`src/sv/sha1_hash_assert.svh`:
```
// ----------------------------------------------------------------------------
// sha1_hash_assert.svh
// Assertion macros for the SHA-1 engine; empty under synthesis.
// ----------------------------------------------------------------------------
`ifndef SHA1_HASH_ASSERT_SVH
`define SHA1_HASH_ASSERT_SVH

`ifndef SYNTHESIS
// concurrent assertion on an explicit clock and reset
`define SHA_ASSERT_CLK(lbl, clk_i, rst_i, prop, msg) \
  lbl: assert property (@(posedge clk_i) disable iff (rst_i) prop) else $error(msg);
// concurrent assertion on the module's clk and rst
`define SHA_ASSERT(lbl, prop, msg) `SHA_ASSERT_CLK(lbl, clk, rst, prop, msg)
`else
`define SHA_ASSERT_CLK(lbl, clk_i, rst_i, prop, msg)
`define SHA_ASSERT(lbl, prop, msg)
`endif

`endif

```
`src/sv/sha_pkg.sv`:
```
// ----------------------------------------------------------------------------
// sha_pkg
// Types and constants shared by the SHA-1 engine.
// ----------------------------------------------------------------------------
`timescale 1ns / 1ps

package sha_pkg;

  localparam int BLK_BYTES = 64;
  localparam int BLK_BITS  = 8 * BLK_BYTES;
  localparam int ROUNDS    = 80;
  localparam int LEN_POS   = 56;

  localparam logic [31:0] SHA_K0 = 32'h5A827999;
  localparam logic [31:0] SHA_K1 = 32'h6ED9EBA1;
  localparam logic [31:0] SHA_K2 = 32'h8F1BBCDC;
  localparam logic [31:0] SHA_K3 = 32'hCA62C1D6;

  // five working / chaining words
  typedef struct packed {
    logic [31:0] a;
    logic [31:0] b;
    logic [31:0] c;
    logic [31:0] d;
    logic [31:0] e;
  } sha_work_t;

  localparam sha_work_t SHA_IV = '{
    a: 32'h67452301,
    b: 32'hEFCDAB89,
    c: 32'h98BADCFE,
    d: 32'h10325476,
    e: 32'hC3D2E1F0
  };

  // block buffer control
  typedef struct packed {
    logic       byte_en;
    logic [7:0] byte_val;
    logic       word_en;
  } sha_sched_ctl_t;

  typedef enum logic [2:0] {
    S_IDLE,
    S_PAD,
    S_COMP,
    S_ADD,
    S_OUT
  } sha_fsm_t;

  typedef enum logic [1:0] {
    PAD_MARK,
    PAD_ZERO,
    PAD_LEN
  } sha_pad_t;

endpackage

```
`src/sv/sha_if.sv`:
```
// ----------------------------------------------------------------------------
// sha_if
// Valid/ready stream interfaces for message bytes and digest words.
// ----------------------------------------------------------------------------
`timescale 1ns / 1ps

interface sha_in_if;
  logic       valid;
  logic       ready;
  logic [7:0] data_byte;
  logic       has_byte;
  logic       end_of_message;

  modport source (output valid, data_byte, has_byte, end_of_message, input ready);
  modport sink   (input valid, data_byte, has_byte, end_of_message, output ready);
endinterface

interface sha_out_if;
  logic        valid;
  logic        ready;
  logic [31:0] digest_word;
  logic [2:0]  word_index;
  logic        last_word;

  modport source (output valid, digest_word, word_index, last_word, input ready);
  modport sink   (input valid, digest_word, word_index, last_word, output ready);
endinterface

```
`src/sv/sha1_hash.sv`:
```
// ----------------------------------------------------------------------------
// sha1_hash
// Streaming SHA-1 engine: byte input, padding, one round per cycle, digest out.
// ----------------------------------------------------------------------------
//   channel     dir  payload                                  transfer when
//   in_stream   in   data_byte[7:0] has_byte end_of_message   valid && ready
//   out_stream  out  digest_word[31:0] word_index[2:0]        valid && ready
//                    last_word
//
// The byte item that fills a block starts compression: 80 rounds in the shared
// round unit, then the chaining add.
// end_of_message starts padding, one padding byte per cycle through the block
// shift line, with a compression after each of the one or two padded blocks,
// then five digest transfers, one per cycle when out_stream is ready.
// Synchronous reset loads the initial chaining words; no clearing pass.
// in_stream.ready is low from padding until the last digest transfer.
// ----------------------------------------------------------------------------
`timescale 1ns / 1ps

module sha1_hash (
  input logic clk,
  input logic rst,
  sha_in_if.sink    in_stream,
  sha_out_if.source out_stream
);
  import sha_pkg::*;

  `include "sha1_hash_assert.svh"

  localparam logic [6:0] ROUND_LAST = 7'(ROUNDS - 1);
  localparam logic [5:0] FILL_LAST  = 6'(BLK_BYTES - 1);
  localparam logic [5:0] FILL_PRE   = 6'(LEN_POS - 1);

  sha_fsm_t       state, state_next;
  sha_pad_t       pad_phase;
  logic [5:0]     fill;            // bytes now in the block buffer
  logic [63:0]    bit_count;       // message length, wraps
  logic           padding;         // message closed, padding under way
  logic           final_blk;       // current block carries the length field
  logic [6:0]     round;
  logic [2:0]     widx;
  sha_work_t      chain;
  sha_work_t      work;
  sha_work_t      work_next;
  sha_sched_ctl_t ctl;
  logic [31:0]    w_cur;
  logic [7:0]     len_byte;
  logic           in_xfer;
  logic           out_xfer;
  logic           start_comp;

  assign in_xfer  = in_stream.valid && in_stream.ready;
  assign out_xfer = out_stream.valid && out_stream.ready;

  // length bytes go out big-endian: fill 56 takes bits 63..56
  assign len_byte = 8'(bit_count >> {3'd7 - fill[2:0], 3'b000});

  sha_sched u_sched (
    .clk   (clk),
    .ctl   (ctl),
    .w_cur (w_cur)
  );

  sha_round u_round (
    .cur   (work),
    .w     (w_cur),
    .round (round),
    .nxt   (work_next)
  );

  // --------------------------------------------------------------------------
  // sequencer
  // --------------------------------------------------------------------------
  always_ff @(posedge clk) begin
    if (rst) begin
      state <= S_IDLE;
    end else begin
      state <= state_next;
    end
  end

  always_comb begin
    state_next       = state;
    in_stream.ready  = 1'b0;
    out_stream.valid = 1'b0;
    ctl.byte_en      = 1'b0;
    ctl.byte_val     = in_stream.data_byte;
    ctl.word_en      = 1'b0;
    unique case (state)
      S_IDLE: begin
        in_stream.ready = 1'b1;
        if (in_stream.valid) begin
          ctl.byte_en = in_stream.has_byte;
          if (in_stream.has_byte && fill == FILL_LAST) begin
            state_next = S_COMP;
          end else if (in_stream.end_of_message) begin
            state_next = S_PAD;
          end
        end
      end
      S_PAD: begin
        ctl.byte_en = 1'b1;
        unique case (pad_phase)
          PAD_MARK: ctl.byte_val = 8'h80;
          PAD_ZERO: ctl.byte_val = 8'h00;
          PAD_LEN:  ctl.byte_val = len_byte;
          default:  ctl.byte_val = 8'h00;
        endcase
        if (fill == FILL_LAST) begin
          state_next = S_COMP;
        end
      end
      S_COMP: begin
        ctl.word_en = 1'b1;
        if (round == ROUND_LAST) begin
          state_next = S_ADD;
        end
      end
      S_ADD: begin
        priority if (final_blk) begin
          state_next = S_OUT;
        end else if (padding) begin
          state_next = S_PAD;
        end else begin
          state_next = S_IDLE;
        end
      end
      S_OUT: begin
        out_stream.valid = 1'b1;
        if (out_stream.ready && widx == 3'd4) begin
          state_next = S_IDLE;
        end
      end
      default: state_next = S_IDLE;
    endcase
  end

  assign start_comp = ctl.byte_en && fill == FILL_LAST;

  // --------------------------------------------------------------------------
  // control registers
  // --------------------------------------------------------------------------
  always_ff @(posedge clk) begin
    if (rst) begin
      fill      <= '0;
      bit_count <= '0;
      padding   <= 1'b0;
      final_blk <= 1'b0;
      pad_phase <= PAD_MARK;
      round     <= '0;
      widx      <= '0;
      chain     <= SHA_IV;
    end else begin
      if (ctl.byte_en) begin
        fill <= fill + 6'd1;
      end
      if (in_xfer && in_stream.has_byte) begin
        bit_count <= bit_count + 64'd8;
      end
      if (in_xfer && in_stream.end_of_message) begin
        padding   <= 1'b1;
        pad_phase <= PAD_MARK;
      end

      // zeros run until the length field starts at byte 56
      if (state == S_PAD) begin
        unique case (pad_phase)
          PAD_MARK: pad_phase <= (fill == FILL_PRE) ? PAD_LEN : PAD_ZERO;
          PAD_ZERO: begin
            if (fill == FILL_PRE) begin
              pad_phase <= PAD_LEN;
            end
          end
          PAD_LEN: begin
            if (fill == FILL_LAST) begin
              final_blk <= 1'b1;
            end
          end
          default: pad_phase <= PAD_MARK;
        endcase
      end

      if (start_comp) begin
        round <= '0;
      end else if (state == S_COMP) begin
        round <= round + 7'd1;
      end

      if (state == S_ADD) begin
        chain.a <= chain.a + work.a;
        chain.b <= chain.b + work.b;
        chain.c <= chain.c + work.c;
        chain.d <= chain.d + work.d;
        chain.e <= chain.e + work.e;
      end

      // last digest word: back to the initial state
      if (out_xfer) begin
        if (widx == 3'd4) begin
          widx      <= '0;
          chain     <= SHA_IV;
          bit_count <= '0;
          padding   <= 1'b0;
          final_blk <= 1'b0;
        end else begin
          widx <= widx + 3'd1;
        end
      end
    end
  end

  // working words: loaded at block start, one round per cycle
  always_ff @(posedge clk) begin
    if (start_comp) begin
      work <= chain;
    end else if (state == S_COMP) begin
      work <= work_next;
    end
  end

  // --------------------------------------------------------------------------
  // digest output
  // --------------------------------------------------------------------------
  always_comb begin
    unique case (widx)
      3'd0:    out_stream.digest_word = chain.a;
      3'd1:    out_stream.digest_word = chain.b;
      3'd2:    out_stream.digest_word = chain.c;
      3'd3:    out_stream.digest_word = chain.d;
      default: out_stream.digest_word = chain.e;
    endcase
  end

  assign out_stream.word_index = widx;
  assign out_stream.last_word  = (widx == 3'd4);

  // --------------------------------------------------------------------------
  // assertions
  // --------------------------------------------------------------------------
  `SHA_ASSERT(a_no_overlap, !(in_stream.ready && out_stream.valid), "input taken during digest")
  `SHA_ASSERT(a_comp_fill, (state == S_COMP) |-> (fill == 6'd0), "compression on partial block")
  `SHA_ASSERT(a_out_index, out_stream.valid |-> (widx <= 3'd4), "digest index out of range")
  `SHA_ASSERT(a_reload, (out_xfer && out_stream.last_word) |=> (in_stream.ready && bit_count == 64'd0 && fill == 6'd0), "state not reloaded after digest")

endmodule

```
`src/sv/sha_sched.sv`:
```
// ----------------------------------------------------------------------------
// sha_sched
// 64-byte block buffer and message schedule as one 16-word shift line.
// ----------------------------------------------------------------------------
`timescale 1ns / 1ps

module sha_sched (
  input  logic                    clk,
  input  sha_pkg::sha_sched_ctl_t ctl,
  output logic [31:0]             w_cur
);
  import sha_pkg::*;

  logic [BLK_BITS-1:0] blk;
  logic [31:0]         w_mix;
  logic [31:0]         w_new;

  // word j of the window sits at blk[BLK_BITS-1-32*j -: 32]
  assign w_cur = blk[BLK_BITS-1 -: 32];
  assign w_mix = blk[BLK_BITS-1-32*13 -: 32] ^ blk[BLK_BITS-1-32*8 -: 32] ^
                 blk[BLK_BITS-1-32*2 -: 32] ^ blk[BLK_BITS-1 -: 32];
  assign w_new = {w_mix[30:0], w_mix[31]};

  // bytes enter at the low end, so the first byte ends up in the top bits
  always_ff @(posedge clk) begin
    if (ctl.byte_en) begin
      blk <= {blk[BLK_BITS-9:0], ctl.byte_val};
    end else if (ctl.word_en) begin
      blk <= {blk[BLK_BITS-33:0], w_new};
    end
  end

endmodule

```
`src/sv/sha_round.sv`:
```
// ----------------------------------------------------------------------------
// sha_round
// One SHA-1 round: round function, constant select and the five-term add.
// ----------------------------------------------------------------------------
`timescale 1ns / 1ps

module sha_round (
  input  sha_pkg::sha_work_t cur,
  input  logic [31:0]        w,
  input  logic [6:0]         round,
  output sha_pkg::sha_work_t nxt
);
  import sha_pkg::*;

  logic [31:0] f;
  logic [31:0] k;
  logic [31:0] t;

  always_comb begin
    priority if (round < 7'd20) begin
      f = (cur.b & cur.c) | (~cur.b & cur.d);
      k = SHA_K0;
    end else if (round < 7'd40) begin
      f = cur.b ^ cur.c ^ cur.d;
      k = SHA_K1;
    end else if (round < 7'd60) begin
      f = (cur.b & cur.c) | (cur.b & cur.d) | (cur.c & cur.d);
      k = SHA_K2;
    end else begin
      f = cur.b ^ cur.c ^ cur.d;
      k = SHA_K3;
    end
  end

  assign t = {cur.a[26:0], cur.a[31:27]} + f + cur.e + k + w;

  assign nxt = '{
    a: t,
    b: cur.a,
    c: {cur.b[1:0], cur.b[31:2]},
    d: cur.c,
    e: cur.d
  };

endmodule

```
`src/flat_wrapper.sv`:
```
// flat-port wrapper written by rule: the top's interface ports become plain ports
module sha1_hash_flat import sha_pkg::*;
  (clk, rst, in_stream_valid, in_stream_data_byte, in_stream_has_byte, in_stream_end_of_message, in_stream_ready, out_stream_valid, out_stream_digest_word, out_stream_word_index, out_stream_last_word, out_stream_ready);
  sha_in_if in_stream_i ();
  sha_out_if out_stream_i ();
  input logic clk;
  input logic rst;
  input wire logic [$bits(in_stream_i.valid)-1:0] in_stream_valid;
  input wire logic [$bits(in_stream_i.data_byte)-1:0] in_stream_data_byte;
  input wire logic [$bits(in_stream_i.has_byte)-1:0] in_stream_has_byte;
  input wire logic [$bits(in_stream_i.end_of_message)-1:0] in_stream_end_of_message;
  output wire logic [$bits(in_stream_i.ready)-1:0] in_stream_ready;
  output wire logic [$bits(out_stream_i.valid)-1:0] out_stream_valid;
  output wire logic [$bits(out_stream_i.digest_word)-1:0] out_stream_digest_word;
  output wire logic [$bits(out_stream_i.word_index)-1:0] out_stream_word_index;
  output wire logic [$bits(out_stream_i.last_word)-1:0] out_stream_last_word;
  input wire logic [$bits(out_stream_i.ready)-1:0] out_stream_ready;
  assign in_stream_i.valid = in_stream_valid;
  assign in_stream_i.data_byte = in_stream_data_byte;
  assign in_stream_i.has_byte = in_stream_has_byte;
  assign in_stream_i.end_of_message = in_stream_end_of_message;
  assign in_stream_ready = in_stream_i.ready;
  assign out_stream_valid = out_stream_i.valid;
  assign out_stream_digest_word = out_stream_i.digest_word;
  assign out_stream_word_index = out_stream_i.word_index;
  assign out_stream_last_word = out_stream_i.last_word;
  assign out_stream_i.ready = out_stream_ready;
  sha1_hash u_core (.clk(clk), .rst(rst), .in_stream(in_stream_i), .out_stream(out_stream_i));
endmodule
```
`config.mk`:
```
export PLATFORM = sky130hd
export DESIGN_NAME = sha1_hash_flat
export DESIGN_NICKNAME = d
export VERILOG_FILES = /design/src/sv/sha_pkg.sv /design/src/sv/sha_if.sv /design/src/sv/sha1_hash.sv /design/src/sv/sha_sched.sv /design/src/sv/sha_round.sv /design/src/flat_wrapper.sv
export VERILOG_INCLUDE_DIRS = /design/src /design/src/sv
export SDC_FILE = /design/constraint.sdc
export NUM_CORES = 2
export LEC_CHECK = 0
export BUFFER_PORTS_ARGS = -buffer_cell sky130_fd_sc_hd__buf_2
export CORE_AREA = 2 2 462 464
export CTS_BUF_LIST = sky130_fd_sc_hd__clkbuf_16
export DETAILED_ROUTE_END_ITERATION = 10
export DIE_AREA = 0 0 464 466
export GPL_TIMING_DRIVEN = 0
export PLACE_DENSITY_LB_ADDON = 0.05
export REMOVE_ABC_BUFFERS = 1
export SETUP_SLACK_MARGIN = 0.1
export SYNTH_ARGS = -nofsm -noshare
export SYNTH_HDL_FRONTEND = slang
export SYNTH_SLANG_ARGS = --single-unit
```
`constraint.sdc`:
```
create_clock -name clk -period 48.4 [get_ports clk]
set_clock_uncertainty 0.15 [all_clocks]
set_input_delay 7.26 -clock clk [delete_from_list [all_inputs] [get_ports clk]]
set_output_delay 7.26 -clock clk [all_outputs]
set_load 0.05 [all_outputs]
```
== Yosys cells after proc, flatten, opt, wreduce, memory -nomap -nowiden ==
Index checks and enable logic that the tools add are counted.
Operators by class
  $add $sub $neg: 14
  order comparisons: 3
  equality and inequality tests: 18
  shift operators: 1
  muxes and demuxes: 47
  bitwise gates (word level): 13
  reduce and logical (&&, ||, !) cells: 14
Operators by type and width (count)
  $mux W512: 2
  $mux W160: 5
  $add A32 B32 Y32: 9
  $mux W64: 3
  $mux W32: 5
  $xor A32 B32 Y32: 5
  $and A32 B32 Y32: 4
  $pmux W32 S4: 1
  $or A32 B32 Y32: 3
  $add A64 B4 Y64 const B: 1
  $shr A64 B6 Y8: 1
  $not A32 Y32: 1
  $mux W31: 1
  $mux W3: 8
  $pmux W8 S2: 1
  $pmux W3 S5: 1
  $lt A7 B6 Y1 const B: 2
  $mux W1: 13
  $eq A3 B2 Y1 const B: 4
  $eq A6 B6 Y1 const B: 2
  $mux W2: 4
  $mux W8: 1
  $add A7 B1 Y7 const B: 1
  $eq A7 B7 Y1 const B: 1
  19 further kinds: 31
Word-level totals
  flip-flop bits (word level): 919
  input port bits: 14
  output and inout port bits: 38
  logic and storage cells: 129

== Depth between registers and ports, before layout ==
  word-level depth: 12
  mapped depth: 27
  depth with buffers taken out: 25

== Cells and area by module ==
From an unflattened synthesis, not the netlist that was laid out.
Unflattened totals
  cell total of the unflattened synthesis: 4711
  area total of the unflattened synthesis: 54910.2 um^2
Modules (own cells, without submodules)
  sha1_hash: instances 1, cells an instance 2677, area an instance 25032.8 um^2, sequential area each 9689.3 um^2
  sha_sched: instances 1, cells an instance 1246, area an instance 23251.0 um^2, sequential area each 15374.7 um^2
  sha_round: instances 1, cells an instance 788, area an instance 6626.4 um^2, sequential area each 0.0 um^2

== Least setup slack after synthesis ==
No wires, ideal clock.
  path kind: register to register
  start point: register u_core.state[0]
  end point: register u_core.u_sched.blk[0], enable pin
  library setup time: 2.097 ns
  arrival: 36.232 ns
  data required time: 46.153 ns
  path slack: 9.921 ns
  stages on the path, launching flop included: 4
  buffers on the path: 1
  clock period less this slack: 38.479 ns
  cells stage by stage: dfxtp_1 > buf_2 > nand2b_1 > o21ai_0
Between the ends
  cells in the longest elaborated chain, start to end: 3
  elaborated cells on any way between the ends: 6
  those cells by class: eq/ne (2); mux (2); reduce/logical (2)
Ends and longest elaborated chain
  start, declared: RTL line sha1_hash.sv:34  | sha_fsm_t state, state_next;
  start signal, assigned: RTL line sha1_hash.sv:78  | state <= state_next;
  $eq A3 B1 Y1, or another cell as far along: RTL line sha1_hash.sv:89  | unique case (state)
  $pmux W1 S2 or $mux W1 (tied branches): RTL line sha1_hash.sv:89
  $reduce_bool A2 Y1 (no source line) *
  end signal, assigned: RTL line sha_sched.sv:27  | blk <= {blk[BLK_BITS-9:0], ctl.byte_val};
  end signal, assigned: RTL line sha_sched.sv:29  | blk <= {blk[BLK_BITS-33:0], w_new};
  end, declared: RTL line sha_sched.sv:14  | logic [BLK_BITS-1:0] blk;
Every way passes the cells marked *; elsewhere a longest branch is shown, timed or not.
A chain may end at the register's enable or synchronous reset.

== Final worst setup path ==
  start point: register u_core.state[2]
  end point: output port out_stream_valid
Between the ends
  cells in the longest elaborated chain, start to end: 2
Ends and longest elaborated chain
  $eq A3 B3 Y1: RTL line sha1_hash.sv:89
  $mux W1: RTL line sha1_hash.sv:89
  end, declared: RTL line flat_wrapper.sv:13  | output wire logic [$bits(out_stream_i.valid)-1:0] out_stream_valid;
Every way passes these cells.

==> flow_summary_export.csv <==
group,metric,value,unit
synth,seq_area_frac_synth,47.8,%
synth,ys_warn_count,0,
critical_path,cpMaxStageDelayCell,"nor3b_1",
floorplanning,die_area,216000,sq um
sta,relSlewSlack,9.96,%
sta,clock.fmax,94.6,MHz
power,p_per_area,73.7,nW/um^2
synth,async_reset_ff_share,0,%
synth,yosysMostFrequentCell,"nand2_1",
sta,min_period,10.57,ns
floorplanning,die_h,466,um
job,maxCapViolCount,0,
floorplanning,start_util,24.8,%
route,ant_nets,0,
floorplanning,num_rows,169,
worst_hold_path,whs_path_depth,2,
sta,setup_tns,0,ns
critical_path,arrival,3.16,ns
critical_path,crit_start,"u_core.state[2]",
place,routabilityCongestion,0.787,
synth,synth.area.top_cells,"edfxtp_1 38%, nand2_1 15%, dfxtp_1 9.3%",
sta,slew_viol_final,0,
sta,setup_viol,0,
clock_network,cts_tree,"built",
synth,ys_ff_latch,916,
synth,synth_edf_count,672,
grt,grt_antenna_before_repair,11,
synth,synth_area,52500,sq um
synth,ys_types,78,
cells_and_area,seqCellArea,25100,sq um
cells_and_area,layout-drive-gt1-share,6.13,%
floorplanning,core_area,211000,sq um
sta,rsz0062_at_grt,"no",
route,drtIter0Drc,2792,
floorplanning,die_x,464,um
critical_path,cp-end-kind,"primary output",
synth,synth_top_cell_by_area,"edfxtp_1",
place,numPortBuffers,51,
clock_network,cts_num_sinks,916,
worst_hold_path,hold-path-endpoint,"u_core.padding",
sta,hold_violations,0,
clock_network,post_cts_resized,0,
grt,grt.overflow.total,0,
critical_path,critPathRequiredTime,40.99,ns
place,pre_cts_ws,36.98,ns
floorplanning,io_pins,52,
power,max-vdd-ir-drop,0.0000416,V
route,via_per_inst,4.60,
cells_and_area,multi_input_area,25800,sq um
clock_network,hold_buffers,0,
critical_path,start_kind,"flop",
sta,post-route-period-util,21.8,%
synth,synthCells,5765,
grt,grt_pass1_vias,40400,
critical_path,worstSetupPathType,"reg -> out",
worst_hold_path,hp-start,"u_core.padding",
worst_hold_path,hold_class,"reg -> reg",
run_status,status,"finished, final reports clean",
critical_path,worstRegToRegCells,23,
place,dpl.hpwl,131,mm
route,dr.pass1.iters,5,
critical_path,path_max_fanout,11,
critical_path,r2r-end,"u_core.work[158]",
clock_network,clk_pin_slew_worst_paths,0.06,ns
sta,setup_slack,37.83,ns
cells_and_area,syn2layout_area_growth,16.6,%
synth,synth_top_area_share,38.5,%
clock_network,cts_buffers,119,
cells_and_area,fillers,22400,
clock_network,cts_root_buf,"clkbuf_16",
synth,syn_area_per_cell,9.10,sq um
clock_network,clk_latency,0.79,ns
power,power_leakage,25.2,nW
synth,ys.flop_type,"edfxtp_1",
clock_network,cts_max_level,3,
route,drt-total-wl,181,mm
route,routedWlPerCell,20.7,um
critical_path,r2r_start,"u_core.round[3]",
sta,tightest_slew,1.35,ns
grt,grt_pass1_wl,270,mm
clock_network,cts.path.max_buffers,3,
critical_path,path_cells,"nor3b_1 > buf_2",
grt,grt.total_usage,16.5,%
critical_path,critPathMaxStageDelay,1.14,ns
clock_network,post_cts_buffers,0,
route,remaining_drc_errors,0,
grt,grt_max_degree,75,
route,vias,40000,
cells_and_area,nNetsFinal,6133,
critical_path,regToRegSetupSlack,38.22,ns
synth,synth_common_cells,"2,099 x nand2_1, 672 x edfxtp_1, 254 x a21oi_1",
per-stage QoR:
step                      cell area, sq um  cells  hold slack [ns]  total power, mW  util (%)
after floorplan                      51500   5508            0.291             3.51         -
after global placement               55300   8380            0.321             4.65      26.2
after detailed placement             57400   8472            0.320             3.68      27.2
after CTS                            61200   8698            0.334             4.61      29.0
after global routing                 61200   8700            0.367             4.91      29.0
final                                61200   8703            0.336             4.51      29.0
worst max-delay path: cells and delay by family, from the launching register on:
family,cells,cell delay (ns)
buffers and inverters,1,0.44
DFF,1,0.78
and+or+nand+nor,1,1.14
cell families after synthesis:
group / after synthesis / synth area share, %
muxes: 41 / 1.09
buffers and inverters: 466 / 3.34
DFF: 916 / 47.8
AOI/OAI and AO/OA: 946 / 11.4
xor gates and xnor gates: 297 / 4.96
and+or+nand+nor: 2752 / 21.4
adders and majority gates: 347 / 9.99
cell usage in the layout, fill, tap and decap left out, drive strengths merged, types with 58 or more instances in the layout:
cell type | synthesis | layout
inv | 208 | 247
ha | 227 | 227
dfxtp | 244 | 244
nor3 | 65 | 65
nand3 | 118 | 118
clkbuf | 233 | 122
clkinv | 1 | 58
nand2 | 2099 | 2099
o21a | 59 | 59
xor2 | 117 | 117
a21o | 82 | 82
buf | 24 | 142
fa | 120 | 120
nor2 | 243 | 243
a21oi | 254 | 254
a22oi | 66 | 66
o21ai | 229 | 229
xnor2 | 180 | 180
edfxtp | 672 | 672
worst max-delay path by stage:
stage                               to  slack [ns]  cells past startpoint
2_1_floorplan    u_core.u_sched.blk[0]     -134.65                      4
3_3_place_gp   u_core.u_sched.blk[129]     -450.55                      5
3_5_place_dp          u_core.work[105]       36.98                     11
4_1_cts               out_stream_valid       37.64                      2
5_1_grt               u_core.work[158]       37.63                     23
6_report              out_stream_valid       37.83                      2
final cells by class:
class / instances / share of cell area [%]
clock inverter: 104 / 1.25
inverter: 209 / 1.28
tap: 2821 / 5.77
timing repair buffer: 143 / 3.62
sequential: 916 / 41.0
multi-input combinational: 4383 / 42.1
clock buffer: 122 / 4.99
antenna: 5 / 0.0204
sequential cells by signal, summed over array words and instances (netlist names):
name	count
u_core.bit_count	61
u_core.chain	160
u_core.fill	6
u_core.final_blk	1
u_core.out_stream.word_index	3
u_core.pad_phase	2
u_core.padding	1
u_core.round	7
u_core.state	3
u_core.u_sched.blk	512
u_core.work	160
where the power goes:
part	total, mW	internal (mW)	switching (mW)
clock	0.881	0.498	0.383
combinational	2.04	0.798	1.24
sequential	1.59	1.35	0.244
total	4.51	2.64	1.87
routing by layer:
layer | GRT usage, % | up-vias | wire, um | part of all wire [%]
met2 | 26.9 | 548 | 83400 | 46
met1 | 23.0 | 19500 | 86600 | 48
met3 | 2.22 | 223 | 5920 | 3.3
met4 | 4.17 | 2 | 4610 | 2.6
li1 | - | 19800 | - | -
met5 | 0 | - | 13 | 0.0072
No activity file was read; power rests on OpenSTA's default activity.
